[config.mk]
export PLATFORM = sky130hd
export DESIGN_NAME = lifo_stack_engine_unit
export DESIGN_NICKNAME = d
export VERILOG_FILES = /design/src/rtl/lse_pkg.sv /design/src/rtl/lifo_stack_engine_unit.sv /design/src/rtl/lse_ctrl.sv /design/src/rtl/lse_dpath.sv
export VERILOG_INCLUDE_DIRS = /design/src /design/src/rtl
export SDC_FILE = /design/constraint.sdc
export NUM_CORES = 2
export LEC_CHECK = 0
export BUFFER_PORTS_ARGS = -buffer_cell sky130_fd_sc_hd__buf_2
export CAP_MARGIN = 10
export CORE_MARGIN = 1.5
export CORE_UTILIZATION = 40
export DETAILED_ROUTE_END_ITERATION = 10
export SLEW_MARGIN = 0
export SYNTH_ARGS = -nofsm -noshare
export SYNTH_HDL_FRONTEND = slang
export SYNTH_HIERARCHICAL = 1
export SYNTH_SLANG_ARGS = --single-unit
[constraint.sdc]
create_clock -name clk -period 8.92 [get_ports clk]
set_input_delay 1.784 -clock clk [delete_from_list [all_inputs] [get_ports clk]]
set_output_delay 1.784 -clock clk [all_outputs]
set_load 0.01 [all_outputs]
[src/rtl/lifo_stack_engine_unit_assert.svh]
// Assertion macros for the LIFO stack engine
`ifndef LIFO_STACK_ENGINE_UNIT_ASSERT_SVH
`define LIFO_STACK_ENGINE_UNIT_ASSERT_SVH

`ifndef SYNTH

`define LSE_ASSERT_SAME(label, ante, cons) \
    label: assert property (@(posedge clk) disable iff (!rst_n) (ante) |-> (cons)) \
        else $error("lse assertion failed");

`define LSE_ASSERT_NEXT(label, ante, cons) \
    label: assert property (@(posedge clk) disable iff (!rst_n) (ante) |=> (cons)) \
        else $error("lse assertion failed");

`else

`define LSE_ASSERT_SAME(label, ante, cons)

`define LSE_ASSERT_NEXT(label, ante, cons)

`endif

`endif

[src/rtl/lse_pkg.sv]
// Shared types and constants for the LIFO stack engine
package lse_pkg;

    localparam int DEPTH_DEF = 64;
    localparam int DATA_W    = 32;
    localparam int OP_W      = 3;
    localparam int STAT_W    = 3;

    typedef enum logic [OP_W-1:0] {
        OP_PUSH = 3'd0,
        OP_DUMP = 3'd1,
        OP_PEEK = 3'd2,
        OP_POP  = 3'd3,
        OP_SWAP = 3'd4
    } op_t;

    typedef enum logic [STAT_W-1:0] {
        ST_OK         = 3'd0,
        ST_PEEK_EMPTY = 3'd1,
        ST_POP_EMPTY  = 3'd2,
        ST_SWAP_SHORT = 3'd3,
        ST_PUSH_FULL  = 3'd4
    } stat_t;

    typedef struct packed {
        logic  push;
        logic  pop;
        logic  rd_top;
        logic  rd_next;
        logic  swap_wr_top;
        logic  swap_wr_next;
        logic  out_load;
        logic  out_data;
        logic  out_last;
        stat_t out_status;
    } ctl_t;

    typedef struct packed {
        logic empty;
        logic full;
        logic short_stack;
        logic ptr_zero;
        logic out_free;
    } sts_t;

endpackage

[src/rtl/lifo_stack_engine_unit.sv]
// Push, pop and failed commands pass through the report state and then the result register.
// Peek passes through the peek state; swap does two memory writes, then reports.
// A new command is taken only once the sequencer is back in its idle state, which it reaches
// when the last result of the previous command has been loaded into the result register.
// Reset clears the entry count, dump pointer and result valid flag; entries and result data are not reset.
module lifo_stack_engine_unit #(
    parameter int STACK_DEPTH = lse_pkg::DEPTH_DEF
) (
    input  logic                              clk,
    input  logic                              rst_n,
    input  logic                              cmd_valid,
    output logic                              cmd_stall,
    input  logic [lse_pkg::OP_W-1:0]          command,
    input  logic signed [lse_pkg::DATA_W-1:0] push_value,
    output logic                              res_valid,
    input  logic                              res_stall,
    output logic signed [lse_pkg::DATA_W-1:0] data,
    output logic                              data_valid,
    output logic [lse_pkg::STAT_W-1:0]        status,
    output logic                              last
);

    lse_pkg::ctl_t ctl;
    lse_pkg::sts_t sts;

    lse_ctrl u_ctrl (
        .clk       (clk),
        .rst_n     (rst_n),
        .cmd_valid (cmd_valid),
        .cmd_stall (cmd_stall),
        .command   (command),
        .sts       (sts),
        .ctl       (ctl)
    );

    lse_dpath #(
        .DEPTH (STACK_DEPTH)
    ) u_dpath (
        .clk        (clk),
        .rst_n      (rst_n),
        .push_value (push_value),
        .ctl        (ctl),
        .sts        (sts),
        .res_valid  (res_valid),
        .res_stall  (res_stall),
        .data       (data),
        .data_valid (data_valid),
        .status     (status),
        .last       (last)
    );

endmodule

[src/rtl/lse_ctrl.sv]
// Command sequencer for the LIFO stack engine
module lse_ctrl (
    input  logic                    clk,
    input  logic                    rst_n,
    input  logic                    cmd_valid,
    output logic                    cmd_stall,
    input  logic [lse_pkg::OP_W-1:0] command,
    input  lse_pkg::sts_t           sts,
    output lse_pkg::ctl_t           ctl
);

    typedef enum logic [2:0] {
        S_IDLE,
        S_REPORT,
        S_PEEK,
        S_SWAP_TOP,
        S_SWAP_NEXT,
        S_DUMP
    } state_t;

    state_t         state_reg;
    state_t         state_next;
    lse_pkg::stat_t stat_reg;
    lse_pkg::stat_t stat_next;

    assign cmd_stall = (state_reg != S_IDLE);

    always_comb
    begin
        ctl            = '0;
        ctl.out_status = lse_pkg::ST_OK;
        state_next     = state_reg;
        stat_next      = stat_reg;
        unique case (state_reg)
            S_IDLE:
            begin
                if (cmd_valid)
                begin
                    unique case (command)
                        lse_pkg::OP_PUSH:
                        begin
                            state_next = S_REPORT;
                            if (sts.full)
                            begin
                                stat_next = lse_pkg::ST_PUSH_FULL;
                            end
                            else
                            begin
                                stat_next = lse_pkg::ST_OK;
                                ctl.push  = 1'b1;
                            end
                        end
                        lse_pkg::OP_POP:
                        begin
                            state_next = S_REPORT;
                            if (sts.empty)
                            begin
                                stat_next = lse_pkg::ST_POP_EMPTY;
                            end
                            else
                            begin
                                stat_next = lse_pkg::ST_OK;
                                ctl.pop   = 1'b1;
                            end
                        end
                        lse_pkg::OP_PEEK:
                        begin
                            if (sts.empty)
                            begin
                                stat_next  = lse_pkg::ST_PEEK_EMPTY;
                                state_next = S_REPORT;
                            end
                            else
                            begin
                                ctl.rd_top = 1'b1;
                                state_next = S_PEEK;
                            end
                        end
                        lse_pkg::OP_SWAP:
                        begin
                            if (sts.short_stack)
                            begin
                                stat_next  = lse_pkg::ST_SWAP_SHORT;
                                state_next = S_REPORT;
                            end
                            else
                            begin
                                stat_next  = lse_pkg::ST_OK;
                                ctl.rd_top = 1'b1;
                                state_next = S_SWAP_TOP;
                            end
                        end
                        lse_pkg::OP_DUMP:
                        begin
                            stat_next = lse_pkg::ST_OK;
                            if (sts.empty)
                            begin
                                state_next = S_REPORT;
                            end
                            else
                            begin
                                ctl.rd_top = 1'b1;
                                state_next = S_DUMP;
                            end
                        end
                        default:
                        begin
                            state_next = S_IDLE;
                        end
                    endcase
                end
            end
            S_REPORT:
            begin
                if (sts.out_free)
                begin
                    ctl.out_load   = 1'b1;
                    ctl.out_last   = 1'b1;
                    ctl.out_status = stat_reg;
                    state_next     = S_IDLE;
                end
            end
            S_PEEK:
            begin
                if (sts.out_free)
                begin
                    ctl.out_load = 1'b1;
                    ctl.out_data = 1'b1;
                    ctl.out_last = 1'b1;
                    state_next   = S_IDLE;
                end
            end
            S_SWAP_TOP:
            begin
                ctl.swap_wr_top = 1'b1;
                state_next      = S_SWAP_NEXT;
            end
            S_SWAP_NEXT:
            begin
                ctl.swap_wr_next = 1'b1;
                state_next       = S_REPORT;
            end
            S_DUMP:
            begin
                if (sts.out_free)
                begin
                    ctl.out_load = 1'b1;
                    ctl.out_data = 1'b1;
                    ctl.out_last = sts.ptr_zero;
                    if (sts.ptr_zero)
                    begin
                        state_next = S_IDLE;
                    end
                    else
                    begin
                        ctl.rd_next = 1'b1;
                    end
                end
            end
            default:
            begin
                state_next = S_IDLE;
            end
        endcase
    end

    always_ff @(posedge clk or negedge rst_n)
    begin
        if (!rst_n)
        begin
            state_reg <= S_IDLE;
            stat_reg  <= lse_pkg::ST_OK;
        end
        else
        begin
            state_reg <= state_next;
            stat_reg  <= stat_next;
        end
    end

endmodule

[src/rtl/lse_dpath.sv]
// Entry memory, fill count, dump pointer and result register
`include "lifo_stack_engine_unit_assert.svh"

module lse_dpath #(
    parameter int DEPTH = lse_pkg::DEPTH_DEF
) (
    input  logic                             clk,
    input  logic                             rst_n,
    input  logic signed [lse_pkg::DATA_W-1:0] push_value,
    input  lse_pkg::ctl_t                    ctl,
    output lse_pkg::sts_t                    sts,
    output logic                             res_valid,
    input  logic                             res_stall,
    output logic signed [lse_pkg::DATA_W-1:0] data,
    output logic                             data_valid,
    output logic [lse_pkg::STAT_W-1:0]       status,
    output logic                             last
);

    localparam int AW    = $clog2(DEPTH);
    localparam int CNT_W = $clog2(DEPTH + 1);

    logic [lse_pkg::DATA_W-1:0] entry_reg [DEPTH];
    logic [lse_pkg::DATA_W-1:0] rd_a_reg;
    logic [lse_pkg::DATA_W-1:0] rd_b_reg;
    logic [CNT_W-1:0]           cnt_reg;
    logic [CNT_W-1:0]           cnt_next;
    logic [AW-1:0]              ptr_reg;
    logic [AW-1:0]              ptr_next;

    logic                       res_valid_reg;
    logic signed [lse_pkg::DATA_W-1:0] data_reg;
    logic                       data_valid_reg;
    lse_pkg::stat_t             status_reg;
    logic                       last_reg;

    logic [AW-1:0]              top_addr;
    logic [AW-1:0]              below_addr;
    logic [AW-1:0]              rd_a_addr;
    logic                       rd_a_en;
    logic                       wr_en;
    logic [AW-1:0]              wr_addr;
    logic [lse_pkg::DATA_W-1:0] wr_data;
    logic                       out_free;

    assign top_addr   = AW'(cnt_reg - CNT_W'(1));
    assign below_addr = AW'(cnt_reg - CNT_W'(2));
    assign rd_a_addr  = ctl.rd_top ? top_addr : ptr_reg - AW'(1);
    assign rd_a_en    = ctl.rd_top | ctl.rd_next;
    assign out_free   = !res_valid_reg || !res_stall;

    always_comb
    begin
        wr_en   = ctl.push | ctl.swap_wr_top | ctl.swap_wr_next;
        wr_addr = cnt_reg[AW-1:0];
        wr_data = push_value;
        if (ctl.swap_wr_top)
        begin
            wr_addr = top_addr;
            wr_data = rd_b_reg;
        end
        else if (ctl.swap_wr_next)
        begin
            wr_addr = below_addr;
            wr_data = rd_a_reg;
        end
    end

    always_ff @(posedge clk)
    begin
        if (wr_en)
        begin
            entry_reg[wr_addr] <= wr_data;
        end
        if (rd_a_en)
        begin
            rd_a_reg <= entry_reg[rd_a_addr];
        end
        if (ctl.rd_top)
        begin
            rd_b_reg <= entry_reg[below_addr];
        end
    end

    always_comb
    begin
        cnt_next = cnt_reg;
        if (ctl.push)
        begin
            cnt_next = cnt_reg + CNT_W'(1);
        end
        else if (ctl.pop)
        begin
            cnt_next = cnt_reg - CNT_W'(1);
        end
        ptr_next = ptr_reg;
        if (ctl.rd_top)
        begin
            ptr_next = top_addr;
        end
        else if (ctl.rd_next)
        begin
            ptr_next = ptr_reg - AW'(1);
        end
    end

    always_ff @(posedge clk or negedge rst_n)
    begin
        if (!rst_n)
        begin
            cnt_reg       <= '0;
            ptr_reg       <= '0;
            res_valid_reg <= 1'b0;
        end
        else
        begin
            cnt_reg <= cnt_next;
            ptr_reg <= ptr_next;
            if (ctl.out_load)
            begin
                res_valid_reg <= 1'b1;
            end
            else if (!res_stall)
            begin
                res_valid_reg <= 1'b0;
            end
        end
    end

    always_ff @(posedge clk)
    begin
        if (ctl.out_load)
        begin
            data_reg       <= ctl.out_data ? rd_a_reg : '0;
            data_valid_reg <= ctl.out_data;
            status_reg     <= ctl.out_status;
            last_reg       <= ctl.out_last;
        end
    end

    assign sts.empty       = (cnt_reg == '0);
    assign sts.full        = (cnt_reg == CNT_W'(DEPTH));
    assign sts.short_stack = (cnt_reg < CNT_W'(2));
    assign sts.ptr_zero    = (ptr_reg == '0);
    assign sts.out_free    = out_free;

    assign res_valid  = res_valid_reg;
    assign data       = data_reg;
    assign data_valid = data_valid_reg;
    assign status     = status_reg;
    assign last       = last_reg;

    `LSE_ASSERT_SAME(a_cnt_bound, 1'b1, cnt_reg <= CNT_W'(DEPTH))
    `LSE_ASSERT_SAME(a_push_room, ctl.push, !sts.full)
    `LSE_ASSERT_SAME(a_pop_nonempty, ctl.pop, !sts.empty)
    `LSE_ASSERT_SAME(a_dump_ptr, ctl.rd_next, !sts.ptr_zero)
    `LSE_ASSERT_NEXT(a_load_shows, ctl.out_load, res_valid)

endmodule
==> flow_metrics.env <==
export IMPL_clock_skew_ns=0.04500
export IMPL_antenna_found_initial=12
export IMPL_drt_first_pass_iters=8
export IMPL_ir_drop_mv=0.5091
export IMPL_cts_path_max_buffers=3
export IMPL_synth_top_cell_by_area="edfxtp_1"
export IMPL_ctsHoldBuffers=0
export IMPL_io_pins=78
export IMPL_drv_slew=0
export IMPL_io_buffers=77
export IMPL_clock_latency_ns=0.90
export IMPL_post_cts_buffers=0
export IMPL_slew_headroom_pct=8.119
export IMPL_r2r_cells=17
export IMPL_cts_resized=0
export IMPL_finalNonFillerCells=9048
export IMPL_globalplace_congestion=0.8465
export IMPL_tightest_slew_ns=1.375
export IMPL_cts_root_buf="clkbuf_16"
export IMPL_cts_tree="built"
export IMPL_cts_buffers=218
export IMPL_wire_per_inst_um=37.19
export IMPL_rsz0062_at_grt="no"
export IMPL_drt_iter0_drc=8987
export IMPL_critPathCaptureType="flip-flop"
export IMPL_grt_use_total_pct=26.17
export IMPL_p_per_area_mw_per_mm2=393.2
export IMPL_grt_ovfl_total=0
export IMPL_placed_cells=8634
export IMPL_grt_pass1_vias=59050
export IMPL_antenna_left=0
export IMPL_syn_inst=5371
export IMPL_largest_register_ffs=2048
export IMPL_p_leak_nw=35.56
export IMPL_maxCapViolations=0
export IMPL_synth_seq_cells=2169
export IMPL_via_count=59750
export IMPL_synth_top_area_share_pct=63.93
export IMPL_synth_warnings=6
export IMPL_dp_hpwl_um=195000
export IMPL_initial_core_util_pct=40.19
export IMPL_post_route_drc_count=0
export IMPL_grt_max_degree=123
export IMPL_min_period_over_period_pct=71.44
export IMPL_syn_area_per_cell_um2=18.79
export IMPL_die_area_mm2=0.2554
export IMPL_hp_class="flip-flop to flip-flop"
export IMPL_syn_num_nets=5417
export IMPL_grt_pass1_wl_um=468400
export IMPL_startpoint_type="flip-flop"
export IMPL_core_mm2=0.2512
export IMPL_clkTransAtPathRegs_ns=0.06
export IMPL_htree_num_levels=4
export IMPL_crit_type="flip-flop to flip-flop"
export IMPL_synthTopCellsByArea="edfxtp_1 (64%), mux4_2 (25%), nand2_1 (2.4%)"
export IMPL_period_minus_slack_ns=6.373
export IMPL_final_hold_viol_count=0
export IMPL_via_per_inst=6.604
export IMPL_synth_ff_type="edfxtp_1"
export IMPL_setup_tns_final_ns=0
export IMPL_row_count=184
export IMPL_yosysSeqAreaShare_pct=64.42
export IMPL_cts_sinks=2169
export IMPL_setup_viol=0
export IMPL_outcome="finished clean"
export IMPL_area_growth_pct=12.99
export IMPL_cp_arrival_ns=7.00
export IMPL_yosysUniqueCellTypes=69
export IMPL_syn_cell_area_mm2=0.1009
export IMPL_worstPathRequired_ns=9.54
export IMPL_nets=5552
export IMPL_die_y_um=505.4
export IMPL_fp_dieW_um=505.4
export IMPL_hold_path_depth=2
export IMPL_drt_wl_total_um=336500
export IMPL_synth_edf_count=2149
export IMPL_drive_gt1_share_pct=33.05
export IMPL_ys_async_sr_fraction_pct=0.9221
export IMPL_fmax_ghz=0.1569
export IMPL_path_max_fanout=50
[power breakdown]
part           leakage, nW  internal [mW]  switching (mW)
logic                 12.5           9.08            13.7
registers             19.6           12.6           0.387
clock network         3.41           5.11            4.00
total                 35.6           26.8            18.1
[through the flow]
step	util (%)	worst slack (ns)	cell area, um^2	hold slack, ns	power (mW)
3_5_place_dp	42.63	2.582	107100	0.5008	35.67
4_1_cts	45.40	2.535	114000	0.5158	44.72
6_report	45.41	2.547	114100	0.5037	44.85
3_3_place_gp	42.57	2.494	106900	0.4988	35.60
2_1_floorplan	-	2.713	100900	0.4610	28.17
5_1_grt	45.41	2.258	114000	0.5190	46.33
[kinds of logic after synthesis]
kind of cell | count (synthesis) | share of synthesized area (%)
buf+inv | 425 | 2.034
xor+xnor | 17 | 0.1475
mux | 1203 | 25.75
flops | 2169 | 64.42
simple gates | 1240 | 5.472
fa+ha+maj | 7 | 0.08676
compound gates | 310 | 2.080
[layer usage]
| layer | up-vias | track usage, % | part of all wire (%) |
|---|---|---|---|
| li1 | 22890 | - | - |
| met1 | 32100 | 35.91 | 38 |
| met5 | - | 0 | 0.031 |
| met4 | 16 | 10.93 | 4.5 |
| met2 | 4032 | 40.50 | 47 |
| met3 | 714 | 5.746 | 11 |
[worst paths after layout]
path                               startpoint                   end  slack, ns
max                        u_dpath/cnt_reg[1]  u_dpath/rd_a_reg[22]       2.55
min                        u_ctrl/stat_reg[2]    u_ctrl/stat_reg[2]       0.50
max reg2reg                u_dpath/cnt_reg[1]  u_dpath/rd_a_reg[22]       2.55
min reg2reg                u_ctrl/stat_reg[2]    u_ctrl/stat_reg[2]       0.50
max in group asynchronous               rst_n    u_dpath/cnt_reg[0]       7.63
min in group asynchronous               rst_n     u_dpath/res_valid       0.87
[synthesized netlist by cell type (all sizes together) (17+ instances only)]
| master | instances |
|---|---|
| mux4 | 1113 |
| and3 | 24 |
| nor2 | 107 |
| a311oi | 17 |
| edfxtp | 2149 |
| mux2i | 79 |
| nand2 | 646 |
| a22oi | 20 |
| dfrtp | 20 |
| buf | 265 |
| a211o | 19 |
| o21ai | 57 |
| a31oi | 17 |
| a21oi | 66 |
| clkbuf | 147 |
| nand3 | 316 |
| a211oi | 41 |
| and2 | 36 |
| nor2b | 31 |
| nand4 | 33 |
[critical path, cell delays in order (launching register included)]
cell	delay [ns]
dfrtp_4	1.03
inv_1	0.30
ha_4	0.30
nand2_1	0.20
nor3_1	0.11
nor3b_1	0.21
a21oi_1	0.06
o21a_1	0.20
nor2_4	0.11
buf_4	0.49
mux2i_4	1.09
buf_12	0.34
buf_12	0.41
mux4_2	0.56
nand2_1	0.09
nand3_1	0.12
nand3_1	0.24
nand4_1	0.11
[cell usage in the layout, fill, tap and decap left out, types with 30 or more instances in the layout]
cell,instances
nand3_1,316
clkinv_1,62
clkbuf_16,221
mux4_2,1112
nor2b_1,30
and2_1,36
a211oi_1,41
buf_2,77
clkinv_2,44
nand4_1,33
edfxtp_1,2149
clkbuf_1,44
nor2_4,68
buf_12,47
nor2_1,39
a21oi_1,66
o21ai_4,32
buf_4,202
mux2i_1,74
nand2_1,646
[area by class of cell]
class,instances,area [um^2]
Fill cell,21090,137100
Sequential cell,2169,65040
Multi-Input combinational cell,2777,34920
Clock buffer,265,5695
Tap cell,3348,4189
Timing Repair Buffer,327,2870
Clock inverter,143,1276
Inverter,13,48.80
Antenna cell,6,15.01
(Power assumes the default switching activity.)
